===== src/tcba_pkg.sv =====
// ----------------------------------------------------------------------------
// tcba_pkg
// Types, codes and constants shared by the three-class block allocator.
// ----------------------------------------------------------------------------
package tcba_pkg;

  // Default pool sizes, in blocks.
  localparam int SMALL_BLOCKS_DEFAULT  = 1024;
  localparam int MEDIUM_BLOCKS_DEFAULT = 512;
  localparam int LARGE_BLOCKS_DEFAULT  = 256;

  // Block sizes in bytes and the matching shifts.
  localparam int SMALL_BYTES  = 32;
  localparam int MEDIUM_BYTES = 64;
  localparam int LARGE_BYTES  = 128;
  localparam int SMALL_SHIFT  = 5;
  localparam int MEDIUM_SHIFT = 6;
  localparam int LARGE_SHIFT  = 7;

  // Reset values of the base registers.
  localparam logic [31:0] SMALL_BASE_RESET  = 32'd0;
  localparam logic [31:0] MEDIUM_BASE_RESET = 32'd32768;
  localparam logic [31:0] LARGE_BASE_RESET  = 32'd65536;

  typedef enum logic {
    ACT_ALLOC = 1'b0,
    ACT_FREE  = 1'b1
  } action_t;

  typedef enum logic [1:0] {
    CLASS_SMALL  = 2'd0,
    CLASS_MEDIUM = 2'd1,
    CLASS_LARGE  = 2'd2,
    CLASS_NONE   = 2'd3
  } size_class_t;

  typedef enum logic [2:0] {
    STAT_OK        = 3'd0,
    STAT_EMPTY     = 3'd1,
    STAT_TOO_LARGE = 3'd2,
    STAT_NULL      = 3'd3,
    STAT_FOREIGN   = 3'd4,
    STAT_FULL      = 3'd5
  } status_t;

  typedef enum logic [1:0] {
    REG_SMALL_BASE  = 2'd0,
    REG_MEDIUM_BASE = 2'd1,
    REG_LARGE_BASE  = 2'd2
  } reg_index_t;

  typedef struct packed {
    action_t     action;
    logic [31:0] request_size;
    logic [31:0] block_address;
  } req_t;

  typedef struct packed {
    logic [31:0] granted_address;
    size_class_t size_class;
    status_t     status;
  } rsp_t;

  // Commands from the controller to the datapath.
  typedef struct packed {
    logic capture;  // take the accepted request into the datapath
    logic decide;   // classify, check pools and update the stacks
    logic load;     // form the result and load the output register
  } dp_cmd_t;

endpackage


===== src/tcba_ctrl.sv =====
// ----------------------------------------------------------------------------
// tcba_ctrl
// Sequencer: accept, decide, finish; owns the handshakes of both channels.
// ----------------------------------------------------------------------------
module tcba_ctrl (
  input  logic              clk,
  input  logic              rst,
  input  logic              req_valid,
  output logic              req_ready,
  output logic              rsp_valid,
  input  logic              rsp_ready,
  output tcba_pkg::dp_cmd_t cmd
);

  import tcba_pkg::*;

  typedef enum logic [1:0] {
    ST_IDLE,
    ST_DECODE,
    ST_FINISH
  } state_t;

  state_t state;
  state_t state_next;
  logic   slot_free;
  logic   accept;

  assign slot_free = !rsp_valid || rsp_ready;
  assign req_ready = (state == ST_IDLE) || (state == ST_FINISH && slot_free);
  assign accept    = req_valid && req_ready;

  assign cmd.capture = accept;
  assign cmd.decide  = (state == ST_DECODE);
  assign cmd.load    = (state == ST_FINISH) && slot_free;

  always_comb begin
    state_next = state;
    case (state)
      ST_IDLE: begin
        if (accept) begin
          state_next = ST_DECODE;
        end
      end
      ST_DECODE: begin
        state_next = ST_FINISH;
      end
      ST_FINISH: begin
        if (slot_free) begin
          state_next = accept ? ST_DECODE : ST_IDLE;
        end
      end
      default: begin
        state_next = ST_IDLE;
      end
    endcase
  end

  always_ff @(posedge clk) begin
    if (rst) begin
      state     <= ST_IDLE;
      rsp_valid <= 1'b0;
    end else begin
      state <= state_next;
      if (cmd.load) begin
        rsp_valid <= 1'b1;
      end else if (rsp_ready) begin
        rsp_valid <= 1'b0;
      end
    end
  end

`ifndef SYNTHESIS
  a_accept_to_decode: assert property (@(posedge clk) disable iff (rst)
    accept |=> state == ST_DECODE) else $error("accepted request not decoded");
  a_decode_to_finish: assert property (@(posedge clk) disable iff (rst)
    state == ST_DECODE |=> state == ST_FINISH) else $error("decode not followed by finish");
  a_load_sets_valid: assert property (@(posedge clk) disable iff (rst)
    cmd.load |=> rsp_valid) else $error("loaded result not presented");
  a_no_load_on_stall: assert property (@(posedge clk) disable iff (rst)
    (rsp_valid && !rsp_ready) |-> !cmd.load) else $error("result overwritten while stalled");
`endif

endmodule

===== config.mk =====
export PLATFORM = sky130hd
export DESIGN_NAME = tcba_ctrl
export DESIGN_NICKNAME = d
export VERILOG_FILES = /design/src/tcba_pkg.sv /design/src/tcba_ctrl.sv
export SDC_FILE = /design/constraint.sdc
export NUM_CORES = 1
export LEC_CHECK = 0
export BUFFER_PORTS_ARGS = -buffer_cell sky130_fd_sc_hd__clkbuf_2
export CORE_AREA = 2 2 39 41
export DETAILED_ROUTE_END_ITERATION = 8
export DIE_AREA = 0 0 41 43
export PLACE_DENSITY_LB_ADDON = 0.1
export SYNTH_ARGS = -nofsm -noshare
export SYNTH_HDL_FRONTEND = slang
export SYNTH_SLANG_ARGS = --single-unit

===== constraint.sdc =====
create_clock -name clk -period 2 [get_ports clk]
set_input_delay 0.4 -clock clk [delete_from_list [all_inputs] [get_ports clk]]
set_output_delay 0.4 -clock clk [all_outputs]
set_load 0.01 [all_outputs]

## Yosys cells after proc, flatten, opt, wreduce, memory -nomap -nowiden

Index checks and enable logic that the tools add are counted.
Widths: inputs -> output; s select.

- Eq/ne operators: 4
- Mux-type cells: 6
- Reduce and logical (&&, ||, !) cells: 8

Operator list:

| cell | count |
|---|---|
| $pmux 2 s3 | 1 |
| $mux 2 | 2 |
| $ne 2x2->1 const B | 2 |
| $mux 1 | 3 |
| $eq 2x1->1 const B | 1 |
| $eq 2x2->1 const B | 1 |
| $logic_and 1x1->1 | 2 |
| $logic_not 2->1 | 1 |
| $logic_or 1x1->1 | 2 |
| $reduce_and 2->1 | 1 |
| $reduce_bool 2->1 | 1 |
| $logic_not 1->1 | 1 |

- Register bits: 3
- Input port bits: 4
- Output and inout port bits: 5
- Logic and storage cells: 20

## Longest topological paths before layout

- Word-level depth: 8
- Gate-level depth with buffers: 3
- Depth with buffers taken out: 2

## Worst setup path before layout

OpenSTA, ideal clock, no wires.

- Kind: input to output
- Start point: input port rsp_ready
- End point: output port cmd[2] (netlist bit)
- Arrival: 0.891 ns
- Required time: 1.600 ns
- Path slack: 0.709 ns
- Stages on the path: 3
- Path buffers: 1
- Cell sequence: and3b_1 nor3b_1 buf_4

- Longest elaborated chain between the ends: 4

Ends and longest elaborated chain:

| item | line | text |
|---|---|---|
| from (decl) | tcba_ctrl.sv:11 | `input logic rsp_ready,` |
| $logic_or 1x1->1 | tcba_ctrl.sv:28 | `assign slot_free = !rsp_valid \|\| rsp_ready;` |
| $logic_and 1x1->1 | tcba_ctrl.sv:29 | `assign req_ready = (state == ST_IDLE) \|\| (state == ST_FINISH && slot_free);` |
| $logic_or 1x1->1 | tcba_ctrl.sv:29 |  |
| $logic_and 1x1->1 | tcba_ctrl.sv:30 | `assign accept = req_valid && req_ready;` |
| to (decl) | tcba_ctrl.sv:12 | `output tcba_pkg::dp_cmd_t cmd` |

No other way between the ends.

==> metrics.yaml <==
run_status:
  status: "finished clean"
clock_tree:
  tritoncts: "yes"
  cts-buffers-inserted: 3
  cts_setup_buffers: 0
  cts_root_buffer: "clkbuf_4"
  cts_hold_buffers: 0
  clockBufferDepth: 2
  clock_latency_ns: 0.23
  clkTransAtPathRegs_ns: 0.03
  cts_resized: 0
  clock_sinks: 3
  htreeDepth: 1
route:
  post_drt_wl_per_cell_um: 8.12
  via_per_inst: 3.29
  first_pass_iters: 2
  drc_errors: 0
  wl_um: 341
  vias: 138
  drt-initial-drc-count: 1
  ant_nets: 0
critical_path:
  cp.arrival_ns: 1.11
  reg2reg_depth: 2
  critPathKind: "flop to output port"
  worstPathRequired_ns: 1.60
  worst_setup_path_end_kind: "output port"
  crit_path_start_kind: "flop"
  r2r_slack_ns: 1.12
  critPathMaxFanout: 4
  r2r-start: "state[0]"
  crit_start: "state[1]"
  r2r-end: "state[1]"
  worstSetupEndpoint: "cmd[2]"
pwr:
  ir_drop_mv: 0.191
  leakage_nw: 0.117
  power_density_nw_per_um2: 808
grt:
  antenna_found_initial: 0
  gr-usage-all-layers: 0.0542
  grt_pass1_wl_um: 545
  grt_max_degree: 7
  grt_remaining_overflow: 0
  grt_pass1_vias: 142
sta:
  fin_crit_sh: 0.755
  maxSlewViolCount: 0
  rsz0062_at_grt: "no"
  finalSetupTns_ns: 0
  finalClockSkew_ns: 0.00176
  worst_slew_pin_slew_ns: 0.184
  setup-violations-final: 0
  relSlewSlack: 0.877
  fmax_ghz: 0.662
  report.final.hold_viol_count: 0
  min_period_ns: 1.51
synth:
  synth_nets: 20
  async_reset_ff_frac: 0
  yosysMostFrequentCell: "dfxtp_1"
  yosys_register_bits: 3
  synth_area_leaders: "dfxtp_1 37%, buf_4 9.2%, nor4b_2 9.2%, and4bb_1 7.6%, nand2b_1 7.6%"
  syn_avg_cell_area_sq_um: 10.2
  synth_edf_count: 0
  synth_top_cells_by_count: "3 x dfxtp_1, 2 x buf_4, 2 x nand2b_1"
  synthesis.area_sq_um: 164
  ys.flop_type: "dfxtp_1"
  synth_cell_types: 12
  synth_cells: 16
  ys_warn_count: 0
  synth_top_area_cell: "dfxtp_1"
  yosys.area.top_type_share: 0.366
  yosysSeqAreaShare: 0.366
final_layout:
  antennaDiodeCount: 0
  syn2layout_area_growth_pct: 43.5
  fin_area_sq_um: 235
  layout-drive-gt1-share: 0.462
  final_nets: 31
  post-route-util: 0.170
job:
  cap_violations: 0
floorplan:
  chipWidth_um: 41
  die_h_um: 43
  core_sq_um: 1380
  start_util: 0.118
  die_area_sq_um: 1760
  pin_count: 9
  num_rows: 14
hold_path:
  hold_path_class: "primary input to flop"
  worstHoldStart: "rst"
placement:
  io_buffer_count: 8
  place.gp.congestion: 0.582
  placed_area_sq_um: 209
[state kept, by name, summed over array words and instances, names as in the netlist]
signal,cells
rsp_valid,1
state,2
[cell usage in the layout (no fill, tap or decap)]
cell type and instances:
nor2b_1 1, and3b_1 1, nand2b_1 2, clkbuf_4 3
clkbuf_2 8, a21oi_1 1, nor4b_2 1, nor3b_1 1
and2b_1 1, nor2_1 1, o21ba_1 1, and4bb_1 1
clkbuf_1 1, dfxtp_1 3
[report_power, final]
| part | switching, mW | internal (mW) |
|---|---|---|
| logic | 0.00865 | 0.0112 |
| registers | 0.00284 | 0.0629 |
| clock network | 0.0298 | 0.0747 |
[through the flow]
stage               setup WS, ns  power (mW)  hold WS, ns  instances
detailed placement         0.548      0.0872        0.517         38
global route               0.421       0.206        0.374         42
floorplan                  0.709      0.0803        0.469         16
finish                     0.490       0.190        0.379         42
CTS                        0.469       0.197        0.370         42
global placement           0.558      0.0873        0.537         38
[critical path, cell delays in order (launching register included)]
cell	delay, ns
dfxtp_1	0.32
and3b_1	0.22
nor3b_1	0.19
clkbuf_2	0.16
[per-layer routing]
metal	routed length (um)	global-route usage	up-vias
met5	0	0	-
met4	0	0.0800	0
met3	28	0.0366	0
met2	195	0.0656	3
met1	117	0.0450	62
li1	-	-	73
[logic make-up after synthesis]
group | synth area share
compound gates | 0.0916
buf+inv | 0.0916
flops | 0.366
simple gates | 0.450
[layout make-up]
| class | count | area, sq um |
|---|---|---|
| fill | 171 | 1150 |
| multi-input combinational | 11 | 88.8 |
| sequential | 3 | 60.1 |
| timing repair buffer | 8 | 40.0 |
| clock buffer | 4 | 26.3 |
| tap | 16 | 20.0 |
[worst min-delay path by stage]
stage                     cells after the start         to  slack [ns]
final                                         2  rsp_valid        0.38
after global routing                          2   state[0]        0.37
after CTS                                     2  rsp_valid        0.37
after detailed placement                      2  rsp_valid        0.52
after global placement                        2  rsp_valid        0.54
after floorplan                               1  rsp_valid        0.47
(Power assumes the default switching activity.)
